$ cat config.mk
export PLATFORM = sky130hd
export DESIGN_NAME = dbst_fifo
export DESIGN_NICKNAME = d
export VERILOG_FILES = /design/src/rtl/dbst_pkg.sv /design/src/rtl/dbst_fifo.sv
export SDC_FILE = /design/constraint.sdc
export NUM_CORES = 1
export LEC_CHECK = 0
export ABC_AREA = 0
export BUFFER_PORTS_ARGS = -buffer_cell sky130_fd_sc_hd__buf_2
export CORE_MARGIN = 2
export CORE_UTILIZATION = 47
export DETAILED_ROUTE_END_ITERATION = 12
export PLACE_DENSITY = 0.73
export SKIP_LAST_GASP = 1
export SLEW_MARGIN = 40
export SYNTH_ARGS = -nofsm -noshare
export SYNTH_HDL_FRONTEND = slang
export SYNTH_SLANG_ARGS = --single-unit
$ cat constraint.sdc
create_clock -name i_clk -period 11.3 [get_ports i_clk]
set_input_delay 0.565 -clock i_clk [delete_from_list [all_inputs] [get_ports i_clk]]
set_output_delay 0.565 -clock i_clk [all_outputs]
set_load 0.05 [all_outputs]
$ cat src/rtl/dbst_pkg.sv
// Package for the diagonal band score table: sizes, opcodes and the
// front-to-back queue entry type. No dependencies.
`timescale 1ns / 1ps
package dbst_pkg;
    localparam int BAND_COUNT = 1024;
    localparam int POS_BITS   = 32;
    localparam int SCORE_BITS = 32;
    localparam int BAND_BITS  = $clog2(BAND_COUNT);
    localparam int COV_BITS   = 33;
    localparam int USED_BITS  = 11;
    localparam int LEN_BITS   = 32;
    localparam int CFG_IDX_BITS  = 2;
    localparam int CFG_DATA_BITS = 32;
    localparam logic [USED_BITS-1:0] USED_MAX = '1;

    typedef enum logic [1:0] {
        OP_UPDATE = 2'd0,
        OP_QUERY  = 2'd1,
        OP_CLEAR  = 2'd2,
        OP_CLRALL = 2'd3
    } t_opcode;

    typedef enum logic [1:0] {
        CFG_KEY_ON_B = 2'd0,
        CFG_A_MAX    = 2'd1,
        CFG_B_MAX    = 2'd2,
        CFG_LOG_BW   = 2'd3
    } t_cfg_idx;

    typedef enum logic [2:0] {
        ST_RUN   = 3'd0,
        ST_READ  = 3'd1,
        ST_WRITE = 3'd2,
        ST_DONE  = 3'd3,
        ST_CLEAR = 3'd4
    } t_back_state;

    // classified item handed from front to back
    typedef struct packed {
        t_opcode               op;
        logic                  oor;
        logic [BAND_BITS-1:0]  band;
        logic [POS_BITS-1:0]   key;
        logic [LEN_BITS-1:0]   len;
    } t_job;
endpackage

$ cat src/rtl/dbst_fifo.sv
// Two-entry queue between front and back end. Depends on dbst_pkg.
`timescale 1ns / 1ps
module dbst_fifo (
    input  logic           i_clk,
    input  logic           i_rst_n,
    input  logic           i_valid,
    output logic           o_ready,
    input  dbst_pkg::t_job i_job,
    output logic           o_valid,
    input  logic           i_ready,
    output dbst_pkg::t_job o_job
);
    import dbst_pkg::*;

    t_job       r_mem [2];
    logic       r_wp, r_rp;
    logic [1:0] r_cnt;
    logic       push, pop;

    assign o_ready = (r_cnt != 2'd2);
    assign o_valid = (r_cnt != 2'd0);
    assign push    = i_valid && o_ready;
    assign pop     = o_valid && i_ready;
    assign o_job   = r_mem[r_rp];

    always_ff @(posedge i_clk) begin
        if (!i_rst_n) begin
            r_wp <= 1'b0; r_rp <= 1'b0; r_cnt <= '0;
        end else begin
            if (push) r_wp <= ~r_wp;
            if (pop)  r_rp <= ~r_rp;
            r_cnt <= r_cnt + {1'b0, push} - {1'b0, pop};
        end
    end

    always_ff @(posedge i_clk) begin
        if (push) r_mem[r_wp] <= i_job;
    end

    a_no_overflow: assert property (@(posedge i_clk) disable iff (!i_rst_n)
        r_cnt <= 2'd2) else $error("queue count overflow");
    a_pop_nonempty: assert property (@(posedge i_clk) disable iff (!i_rst_n)
        (r_cnt == 2'd0) |-> !pop) else $error("pop from empty queue");
    a_count_step: assert property (@(posedge i_clk) disable iff (!i_rst_n)
        (push && !pop) |=> (r_cnt == $past(r_cnt) + 2'd1)) else $error("count step");
endmodule

==> parameters.txt <==
Parameter                              Value

Finish
  Area added between synthesis and finish ... 27.8%
  Number of nets in the final layout ... ~520
  Post-layout instance area ... roughly 0.0076 mm2
  Final standard cell count with taps included and fillers excluded ... about 620
  Post-layout util ... between 60% and 70%
  Share of post-route cells with drive strength above 1 ... between 60% and 70%
  Ant. Diodes ... 0

Worst hold path
  Hold/Removal Path Class ... in2reg
  Min-delay src ... i_job[7]
  Worst min-delay path endpoint ... r_mem[1][7]
  Worst Hold Depth ... 1

Place
  DP Area ... roughly 0.0070 mm2
  Input/output buffers ... approximately 160
  Last weighted congestion value of the routability-driven placer ... approximately 0.72
  Dpl cells ... 592
  Final HPWL from detailed placement ... roughly 6.6 mm

Setup path
  List of cells traversed by the critical path ... buf_4, mux2_2, buf_2
  Maximum fanout count along the critical path ... 44
  Reg-to-reg critical path endpoint ... r_mem[0][16]
  R2R cell count ... 5
  Family of cells with the greatest summed delay on the critical path ... buffers and inverters
  Kind of end point of the critical path ... primary output
  Required arrival time at the worst endpoint ... between 10 and 15 ns
  Total stage count of the critical path ... 3
  Startpoint of the worst-slack reg-to-reg timing path ... r_cnt[0]
  Setup slack of the worst register-to-register path ... around 9.3 ns
  Worst Path Class, Setup ... reg2out
  Number of buffers and inverters on the critical path ... 2
  Critical path arrival ... approximately 2.4 ns
  Cell type of the slowest stage on the worst timing path ... sky130_fd_sc_hd__dfxtp_4
  Worst stage delay on the critical path ... about 0.65 ns
  Launching element type of the critical path ... flip-flop

Drt
  Total number of vias ... around 2900
  DR DRC count ... 0
  Number of vias per cell after detailed routing ... between 4 and 5
  Detailed router's first-iteration violation count ... 146
  First-pass DRT Iterations ... 4
  Detail-routed net length per standard cell ... 15.6 um
  Total wire length after detailed routing ... ~9.7 mm
  Count of antenna-violating nets left after detailed routing ... 0

Power
  Worst supply voltage drop on vdd ... around 0.17 mV
  Leakage power ... 2.91 nW
  Total power per unit cell area ... roughly 270 mW/mm2

Clocking
  Register clock-pin slew on the reported worst setup and hold paths ... 0.06 ns
  Bufs on Longest Clock Path ... 2
  Clock Latency Late Sink ... ~0.40 ns
  Post-CTS Hold Buffers ... 0
  Post-CTS Setup Bufs ... 0
  H-Tree Level Count ... 4
  Library cell used as clock root buffer ... sky130_fd_sc_hd__clkbuf_16
  Number of buffers created by CTS ... 17
  TritonCTS clock tree ... built
  Clock net sink count ... roughly 160
  PostCTS Resize Cnt ... 0

Run status
  Result of the run ... finished clean

Logic synthesis
  Warning count from the yosys run ... 0
  Netlist area before placement ... between 0.005 and 0.006 mm2
  Post-Syn Area per Cell ... ~22 um2
  Count of state elements after synthesis ... ~160
  Fraction of the yosys area taken by sequential cells ... 79.7%
  Synthesized netlist cell count ... approximately 260
  Post-synthesis net count ... ~350
  Portion of synthesized cell area occupied by the leading cell type ... between 70% and 80%
  Unique cell type count in the Yosys netlist ... 19
  Ranking of synthesized cells by area ... sky130_fd_sc_hd__edfxtp_1 78%, sky130_fd_sc_hd__mux2_2 8.9%, sky130_fd_sc_hd__mux2_4 7.6%
  Cell type contributing the most total cell area after synthesis ... sky130_fd_sc_hd__edfxtp_1

Global route
  Maximum number of pins on one net before global-route repair ... between 40 and 50
  Initial antenna violation count ... 1
  Global-route wire length before repair ... around 14 mm
  Sum of overflow across all layers after global routing ... 0
  Gr usage total ... 14.6%
  Vias in the first global route ... about 2900

STA
  Fmax ... around 340 MHz
  Max Transition Viols Final ... 0
  Final hold viol count ... 0
  Final setup violation count ... 0
  Pin slew with the least headroom to its limit ... 0.710 ns
  TNS Setup ... 0 ns
  Clock period minus worst slack ... about 3.0 ns
  Unrepaired setup endpoints after global routing ... no
  Max transition margin ... approximately 53%
  Min Hold Slack ... ~0.34 ns
  Final period utilization ... around a quarter
  Worst setup skew after layout ... slightly above 0.005 ns

Die
  I/O pin count ... 160
  Core region area ... roughly 0.012 mm2
  Effective utilization at floorplan ... 47.5%
  Die extent in y ... between 100 and 150 um
  Die area ... ~0.014 mm2
  Cell row count ... ~40
  Die Wd ... between 100 and 150 um

Run
  Max-cap viol count ... 0
[cells in the mapped netlist, drive strengths merged]
library cell / number
ha: 2
nor2: 1
nand2: 2
mux2i: 1
edfxtp: 154
inv: 1
and2: 2
mux2: 77
dfxtp: 5
or2: 1
o21a: 1
buf: 9
xnor2: 3
nor2b: 2
nand2b: 2
and3: 1
[cells in the final DEF, fill, tap and decap left out]
cell type and instances:
sky130_fd_sc_hd__xnor2_1 3, sky130_fd_sc_hd__nand2_1 2, sky130_fd_sc_hd__bufinv_16 5, sky130_fd_sc_hd__nand2b_1 2, sky130_fd_sc_hd__edfxtp_1 154, sky130_fd_sc_hd__clkbuf_16 17, sky130_fd_sc_hd__dfxtp_1 4, sky130_fd_sc_hd__clkinv_4 1
sky130_fd_sc_hd__buf_8 2, sky130_fd_sc_hd__mux2i_1 1, sky130_fd_sc_hd__and3_4 1, sky130_fd_sc_hd__dfxtp_4 1, sky130_fd_sc_hd__and2_1 2, sky130_fd_sc_hd__mux2_2 47, sky130_fd_sc_hd__clkinv_2 7, sky130_fd_sc_hd__nor2b_1 2
sky130_fd_sc_hd__o21a_1 1, sky130_fd_sc_hd__clkinv_1 1, sky130_fd_sc_hd__ha_1 2, sky130_fd_sc_hd__buf_2 159, sky130_fd_sc_hd__buf_4 2, sky130_fd_sc_hd__nor2_4 1, sky130_fd_sc_hd__buf_12 2, sky130_fd_sc_hd__or2_2 1
sky130_fd_sc_hd__mux2_4 30, sky130_fd_sc_hd__inv_1 1
[stage by stage]
stage	setup slack [ns]	power [mW]
after detailed placement	8.72	1.44
after floorplan	6.54	1.32
after CTS	8.26	2.04
after global routing	8.18	2.09
after global placement	8.63	1.42
final	8.35	2.01
[cell type report]
type                    instances  area (um2)
repair buffers                165         881
clock buffers                  17         425
multi-input cells              95        1120
flip-flops and latches        159        4730
clock inverters                14         198
well taps                     172         215
inverters                       1        3.75
fillers                       948        4890
[where the power goes]
group | total, mW | internal, mW | switching [mW]
clock | 0.594 | 0.387 | 0.207
sequential | 0.776 | 0.741 | 0.0348
combinational | 0.644 | 0.198 | 0.446
total | 2.01 | 1.33 | 0.688
[logic make-up (layout without fill, tap and decap cells)]
logic type	after synthesis	in the layout	share of synthesized area [%]
compound gates	1	1	0.127
xor+xnor	3	3	0.443
fa+ha+maj	2	2	0.422
buf+inv	10	197	1.54
flops	159	159	79.7
mux	78	78	16.7
simple gates	11	11	1.03
[per-layer routing]
metal / vias up / track usage [%] / part of all wire, %
li1: 1389 / - / -
met1: 1410 / 17.3 / 42
met2: 103 / 23.4 / 49
met3: 11 / 6.75 / 7.6
met4: 2 / 5.48 / 1.4
met5: - / 0 / 0.13
[worst register-to-register path, delay by kind of cell (launching register included)]
kind,cells,cell delay [ns]
simple gates,3,0.60
flops,1,0.36
buf+inv,2,0.66
[registers in the layout, summed over array words and instances (netlist names), named ones only]
signal  count
r_cnt       2
r_mem     154
r_rp        1
r_wp        1
[worst max path at each step]
| stage | from | end |
|---|---|---|
| 2_1_floorplan | r_cnt[0] | r_mem[0][0] |
| 3_3_place_gp | i_valid | r_mem[0][19] |
| 3_5_place_dp | flip-flop | o_job[0] |
| 4_1_cts | flip-flop | o_job[0] |
| 5_1_grt | flip-flop | o_job[0] |
| 6_report | flip-flop | o_job[23] |
(Power assumes the default switching activity.)
