### src/rtl/dbst_pkg.sv
// Package for the diagonal band score table: sizes, opcodes and the
// front-to-back queue entry type. No dependencies.
`timescale 1ns / 1ps
package dbst_pkg;
    localparam int BAND_COUNT = 1024;
    localparam int POS_BITS   = 32;
    localparam int SCORE_BITS = 32;
    localparam int BAND_BITS  = $clog2(BAND_COUNT);
    localparam int COV_BITS   = 33;
    localparam int USED_BITS  = 11;
    localparam int LEN_BITS   = 32;
    localparam int CFG_IDX_BITS  = 2;
    localparam int CFG_DATA_BITS = 32;
    localparam logic [USED_BITS-1:0] USED_MAX = '1;

    typedef enum logic [1:0] {
        OP_UPDATE = 2'd0,
        OP_QUERY  = 2'd1,
        OP_CLEAR  = 2'd2,
        OP_CLRALL = 2'd3
    } t_opcode;

    typedef enum logic [1:0] {
        CFG_KEY_ON_B = 2'd0,
        CFG_A_MAX    = 2'd1,
        CFG_B_MAX    = 2'd2,
        CFG_LOG_BW   = 2'd3
    } t_cfg_idx;

    typedef enum logic [2:0] {
        ST_RUN   = 3'd0,
        ST_READ  = 3'd1,
        ST_WRITE = 3'd2,
        ST_DONE  = 3'd3,
        ST_CLEAR = 3'd4
    } t_back_state;

    // classified item handed from front to back
    typedef struct packed {
        t_opcode               op;
        logic                  oor;
        logic [BAND_BITS-1:0]  band;
        logic [POS_BITS-1:0]   key;
        logic [LEN_BITS-1:0]   len;
    } t_job;
endpackage

### src/rtl/dbst_if.sv
// Valid/ready channel interfaces for input items, result items and
// configuration writes. Depends on dbst_pkg.
`timescale 1ns / 1ps
interface dbst_in_if;
    logic                          valid;
    logic                          ready;
    logic [1:0]                    opcode;
    logic [dbst_pkg::POS_BITS-1:0] apos;
    logic [dbst_pkg::POS_BITS-1:0] bpos;
    logic [dbst_pkg::LEN_BITS-1:0] match_len;
    modport source (output valid, opcode, apos, bpos, match_len, input ready);
    modport sink   (input valid, opcode, apos, bpos, match_len, output ready);
endinterface


interface dbst_cfg_if;
    logic                               valid;
    logic                               ready;
    logic [dbst_pkg::CFG_IDX_BITS-1:0]  index;
    logic [dbst_pkg::CFG_DATA_BITS-1:0] data;
    modport source (output valid, index, data, input ready);
    modport sink   (input valid, index, data, output ready);
endinterface

### src/rtl/dbst_front.sv
// Front end: config registers, band computation and range check.
// Depends on dbst_pkg.
`timescale 1ns / 1ps
module dbst_front (
    input  logic                            i_clk,
    input  logic                            i_rst_n,
    dbst_in_if.sink                         in_ch,
    dbst_cfg_if.sink                        cfg_ch,
    output logic                            o_job_valid,
    input  logic                            i_job_ready,
    output dbst_pkg::t_job                  o_job
);
    import dbst_pkg::*;

    logic                r_key_on_b;
    logic [31:0]         r_a_max, r_b_max;
    logic [4:0]          r_log_bw;
    logic [POS_BITS:0]   sum;
    logic [POS_BITS-1:0] first;
    logic [POS_BITS:0]   diag;
    logic [POS_BITS:0]   shifted;
    t_job                job;

    assign cfg_ch.ready = 1'b1;

    always_ff @(posedge i_clk) begin
        if (!i_rst_n) begin
            r_key_on_b <= 1'b1;
            r_a_max    <= '0;
            r_b_max    <= '0;
            r_log_bw   <= '0;
        end else if (cfg_ch.valid) begin
            unique case (t_cfg_idx'(cfg_ch.index))
                CFG_KEY_ON_B: r_key_on_b <= cfg_ch.data[0];
                CFG_A_MAX:    r_a_max    <= cfg_ch.data;
                CFG_B_MAX:    r_b_max    <= cfg_ch.data;
                CFG_LOG_BW:   r_log_bw   <= cfg_ch.data[4:0];
                default: ;
            endcase
        end
    end

    always_comb begin
        if (r_key_on_b) begin
            sum   = {1'b0, r_a_max} + {1'b0, in_ch.bpos};
            first = in_ch.apos;
        end else begin
            sum   = {1'b0, r_b_max} + {1'b0, in_ch.apos};
            first = in_ch.bpos;
        end
        diag    = sum - {1'b0, first};
        shifted = diag >> r_log_bw;
        job.op   = t_opcode'(in_ch.opcode);
        job.oor  = (sum < {1'b0, first}) || (shifted >= (POS_BITS+1)'(BAND_COUNT));
        job.band = shifted[BAND_BITS-1:0];
        job.key  = r_key_on_b ? in_ch.bpos : in_ch.apos;
        job.len  = in_ch.match_len;
        if (job.op == OP_CLRALL) job.oor = 1'b0;
    end

    assign o_job_valid = in_ch.valid;
    assign in_ch.ready = i_job_ready;
    assign o_job       = job;
endmodule

### src/flat_wrapper.sv
// flat-port wrapper written by rule: the top's interface ports become plain ports
module dbst_front_flat import dbst_pkg::*;
  (i_clk, i_rst_n, o_job_valid, i_job_ready, o_job, in_ch_valid, in_ch_opcode, in_ch_apos, in_ch_bpos, in_ch_match_len, in_ch_ready, cfg_ch_valid, cfg_ch_index, cfg_ch_data, cfg_ch_ready);
  dbst_in_if in_ch_i ();
  dbst_cfg_if cfg_ch_i ();
  input  logic i_clk;
  input  logic i_rst_n;
  output logic o_job_valid;
  input  logic i_job_ready;
  output dbst_pkg::t_job o_job;
  input wire logic [$bits(in_ch_i.valid)-1:0] in_ch_valid;
  input wire logic [$bits(in_ch_i.opcode)-1:0] in_ch_opcode;
  input wire logic [$bits(in_ch_i.apos)-1:0] in_ch_apos;
  input wire logic [$bits(in_ch_i.bpos)-1:0] in_ch_bpos;
  input wire logic [$bits(in_ch_i.match_len)-1:0] in_ch_match_len;
  output wire logic [$bits(in_ch_i.ready)-1:0] in_ch_ready;
  input wire logic [$bits(cfg_ch_i.valid)-1:0] cfg_ch_valid;
  input wire logic [$bits(cfg_ch_i.index)-1:0] cfg_ch_index;
  input wire logic [$bits(cfg_ch_i.data)-1:0] cfg_ch_data;
  output wire logic [$bits(cfg_ch_i.ready)-1:0] cfg_ch_ready;
  assign in_ch_i.valid = in_ch_valid;
  assign in_ch_i.opcode = in_ch_opcode;
  assign in_ch_i.apos = in_ch_apos;
  assign in_ch_i.bpos = in_ch_bpos;
  assign in_ch_i.match_len = in_ch_match_len;
  assign in_ch_ready = in_ch_i.ready;
  assign cfg_ch_i.valid = cfg_ch_valid;
  assign cfg_ch_i.index = cfg_ch_index;
  assign cfg_ch_i.data = cfg_ch_data;
  assign cfg_ch_ready = cfg_ch_i.ready;
  dbst_front u_core (.i_clk(i_clk), .i_rst_n(i_rst_n), .in_ch(in_ch_i), .cfg_ch(cfg_ch_i), .o_job_valid(o_job_valid), .i_job_ready(i_job_ready), .o_job(o_job));
endmodule
### config.mk
export PLATFORM = sky130hd
export DESIGN_NAME = dbst_front_flat
export DESIGN_NICKNAME = d
export VERILOG_FILES = /design/src/rtl/dbst_pkg.sv /design/src/rtl/dbst_if.sv /design/src/rtl/dbst_front.sv /design/src/flat_wrapper.sv
export SDC_FILE = /design/constraint.sdc
export NUM_CORES = 1
export LEC_CHECK = 0
export BUFFER_PORTS_ARGS = -buffer_cell sky130_fd_sc_hd__buf_2
export CORE_MARGIN = 3
export CORE_UTILIZATION = 58
export DETAILED_ROUTE_END_ITERATION = 6
export GPL_TIMING_DRIVEN = 1
export PLACE_DENSITY_LB_ADDON = 0.08
export SLEW_MARGIN = 0
export SYNTH_ARGS = -nofsm -noshare
export SYNTH_HDL_FRONTEND = slang
export SYNTH_SLANG_ARGS = --single-unit
### constraint.sdc
create_clock -name i_clk -period 8 [get_ports i_clk]
set_input_delay 0.8 -clock i_clk [delete_from_list [all_inputs] [get_ports i_clk]]
set_output_delay 0.8 -clock i_clk [all_outputs]
set_load 0.02 [all_outputs]
==> impl_results.md <==
* Status: complete, no violations
* Sequential share of the synthesized area at 13.27%
* Delay-heaviest family, CP: compound AO/OA/AOI/OAI gates
* Synthesized Nets at 1697
* Post-synth EDFFs at 0
* Maximum vdd drop at between 0.1 and 0.15 mV
* Cell area after synthesis at ~0.011 mm^2
* Largest net degree at the start of global routing at between 70 and 80
* Kind of critical path: in -> out
* Slowest stage cell, crit path: a311oi_1
* Ports at between 200 and 250
* Slew Limit Fails at 0
* Utilization after layout at about two thirds
* Maximum clock frequency at about 130 MHz
* Crit path buffers/inverters at 4
* Design Area, Final at roughly 0.012 mm^2
* Delay of the slowest cell on the worst path at ~0.46 ns
* Post-Synthesis Cells at approximately 1.5k
* Site Rows at between 40 and 50
* Commonest cells after routing, fill and taps aside: nand2_1 (238), buf_2 (145), a21oi_1 (113), ha_1 (90), nor2_1 (83)
* Synth Warn # at 0
* Worst Setup Start Kind: input port
* Vias per cell at between 6 and 7
* Share of cells above drive strength 1 at a little over 20%
* CTS buffer count at 9
* Worst Max-Slew Pin Slew at between 1 and 1.5 ns
* Clock Latency Late Sink at approximately 0.34 ns
* Avg Synthesized Cell Area at slightly above 7 um^2
* Synth Register Bits at 70
* Most common cell on crit path: buf_4
* Most common cell after layout, fill and taps aside: nand2_1
* Crit path capture type: output pin
* Static Leak at around 5.5 nW
* Hold_buf cts at 0
* Initial Util at between 60% and 70%
* Worst Hold Class: reg -> reg
* Critical R2R Launch: u_core.r_key_on_b
* Tmin final at around 7.7 ns
* DR pass1 iterations at 5
* DR iter-0 viols at just under 900
* Die Span X at between 100 and 150 um
* Grt total ovfl at 0
* Total power at 2.078 mW
* Power Dens Cells at between 150 and 200 mW/mm^2
* Worst relative slew slack at 27.95%
* Logic pwr share at 60.0%
* Gr usage total at about 30%
* Antenna violations before repair at 0
* Clock power share at 22.1%
* Final nets at about 1.8k
* Worst Skew at 0 ns
* DIE AREA at around 0.020 mm^2
* HP Start: u_core.r_a_max[22]
* Worst hold slack at ~0.47 ns
* Fin crit share at just under 100%
* Placement Cell Area at 0.01123 mm^2
* Input/output buffers at 147
* Wire per inst at approximately 17 um
* Crit. Startpoint: in_ch_apos[0]
* NetSw at 0.9191 mW
* Area growth, synth to finish at 12.35%
* Critical path peak fanout at 4
* Fin. Hold Viols at 0
* DRC viols at 0
* Int Power at between 1 and 1.5 mW
* First-pass GRT wire length at approximately 50 mm
* Clock sink count at 70
* Post-route ant nets at 0
* Htree depth at 3
* Final wirelength at between 30 and 40 mm
* Crit path DAT at between 6 and 7 ns
* CP Data Required Time at about 7.2 ns
* Library cells used by synthesis at 80
* Post-synth ARST share at 0%
* Sw Share at between 40 and 50%
* RD Place Congestion at between 0.9 and 1
* Sequential power share at between 15 and 20%
* CTS tree: yes
* Final setup fails at 0
* Max Root-Sink Buffers at 2
* Die Ht at around 140 um
* Clock input transition at the sequential cells of the worst setup and hold paths at 0.06 ns
* Number of global-route vias before repair at 9899
* Max Cap Viol at 0
* Predominant post-synthesis flop cell: dfxtp_1
* CTS Root Cell: clkbuf_16
* Hpwl dp at 24.10 mm
* Core area at approximately 0.018 mm^2
* Antenna cells at 0
* Vias at around 11k
[state kept, by name, indices dropped and copies added (netlist names)]
name and count:
u_core.r_a_max 32, u_core.r_b_max 32, u_core.r_log_bw 5, u_core.r_key_on_b 1
[per-stage QoR]
| stage | setup slack, ns | TNS [ns] | std cells |
|---|---|---|---|
| floorplan | 0.7851 | 0 | 1461 |
| global placement | 0.1546 | 0 | 1749 |
| detailed placement | 0.06345 | 0 | 1749 |
| CTS | 0.001542 | 0 | 1764 |
| global route | -0.05621 | -0.05621 | 1779 |
| finish | 0.3134 | 0 | 1779 |
[power groups by stage]
stage / registers [mW] / clock network, mW / logic, mW
floorplan: 0.373 / 0 / 0.881
global placement: 0.380 / 0 / 1.15
detailed placement: 0.381 / 0 / 1.16
CTS: 0.373 / 0.463 / 1.17
global route: 0.374 / 0.477 / 1.37
finish: 0.373 / 0.459 / 1.25
[layout make-up]
class | instances | area, um^2
Tap cell | 225 | 281.5
Clock buffer | 10 | 239.0
Inverter | 36 | 135.1
Timing Repair Buffer | 194 | 1094
Fill cell | 1599 | 5668
Clock inverter | 5 | 82.58
Multi-Input combinational cell | 1239 | 8632
Sequential cell | 70 | 1405
[synth_stat cells (14+ instances only)]
| library cell | n | area, um^2 |
|---|---|---|
| nand2_1 | 240 | 900.9 |
| a21oi_1 | 129 | 645.6 |
| ha_1 | 96 | 1201 |
| o21ai_0 | 88 | 440.4 |
| nor2_1 | 84 | 315.3 |
| dfxtp_1 | 70 | 1401 |
| mux2i_1 | 69 | 690.7 |
| a21boi_0 | 65 | 488.0 |
| clkbuf_1 | 58 | 217.7 |
| mux2_2 | 44 | 495.5 |
| xnor2_1 | 44 | 385.4 |
| a21o_1 | 38 | 285.3 |
| buf_4 | 38 | 285.3 |
| inv_1 | 35 | 131.4 |
| xor2_1 | 35 | 306.5 |
| nand2b_1 | 21 | 131.4 |
| nand4_1 | 21 | 131.4 |
| nand3_1 | 19 | 95.09 |
| nor3_1 | 17 | 85.08 |
| a211oi_1 | 15 | 112.6 |
| nor2b_1 | 15 | 93.84 |
| o21ai_1 | 15 | 75.07 |
| o211ai_1 | 14 | 105.1 |
| o21a_1 | 14 | 105.1 |
[final timing paths]
kind	endpoint	slack, ns	cells after the start
max	o_job[74]	0.31	32
min	u_core.r_a_max[22]	0.47	2
max reg2reg	u_core.r_key_on_b	6.40	2
min reg2reg	u_core.r_a_max[22]	0.47	2
[tightest hold or removal path, delay by kind of cell (launching register included)]
family / cells / cell delay [ns]
DFF: 1 / 0.31
AOI/OAI and AO/OA: 1 / 0.06
and+or+nand+nor: 1 / 0.05
[cells by family after synthesis]
family | synth area share [%]
AND/OR/NAND/NOR | 20.38
AO/OA/AOI/OAI | 28.82
buffers and inverters | 6.929
multiplexers | 12.08
adder cells (fa/ha/maj) | 11.94
XOR/XNOR | 6.550
flip-flops | 13.27
other | 0.03550
[what timing repair did]
item                                    4_1_cts  5_1_grt
buffers inserted                              0       15
endpoints found under the setup margin        0        7
gates resized for setup                       0       61
[layer usage]
metal	GRT usage (%)	part of all wire, %
met3	3.460	6.2
met2	47.86	45
met5	0	0
met4	7.037	1.6
met1	43.97	47
Power figures use the tool's default switching activity.
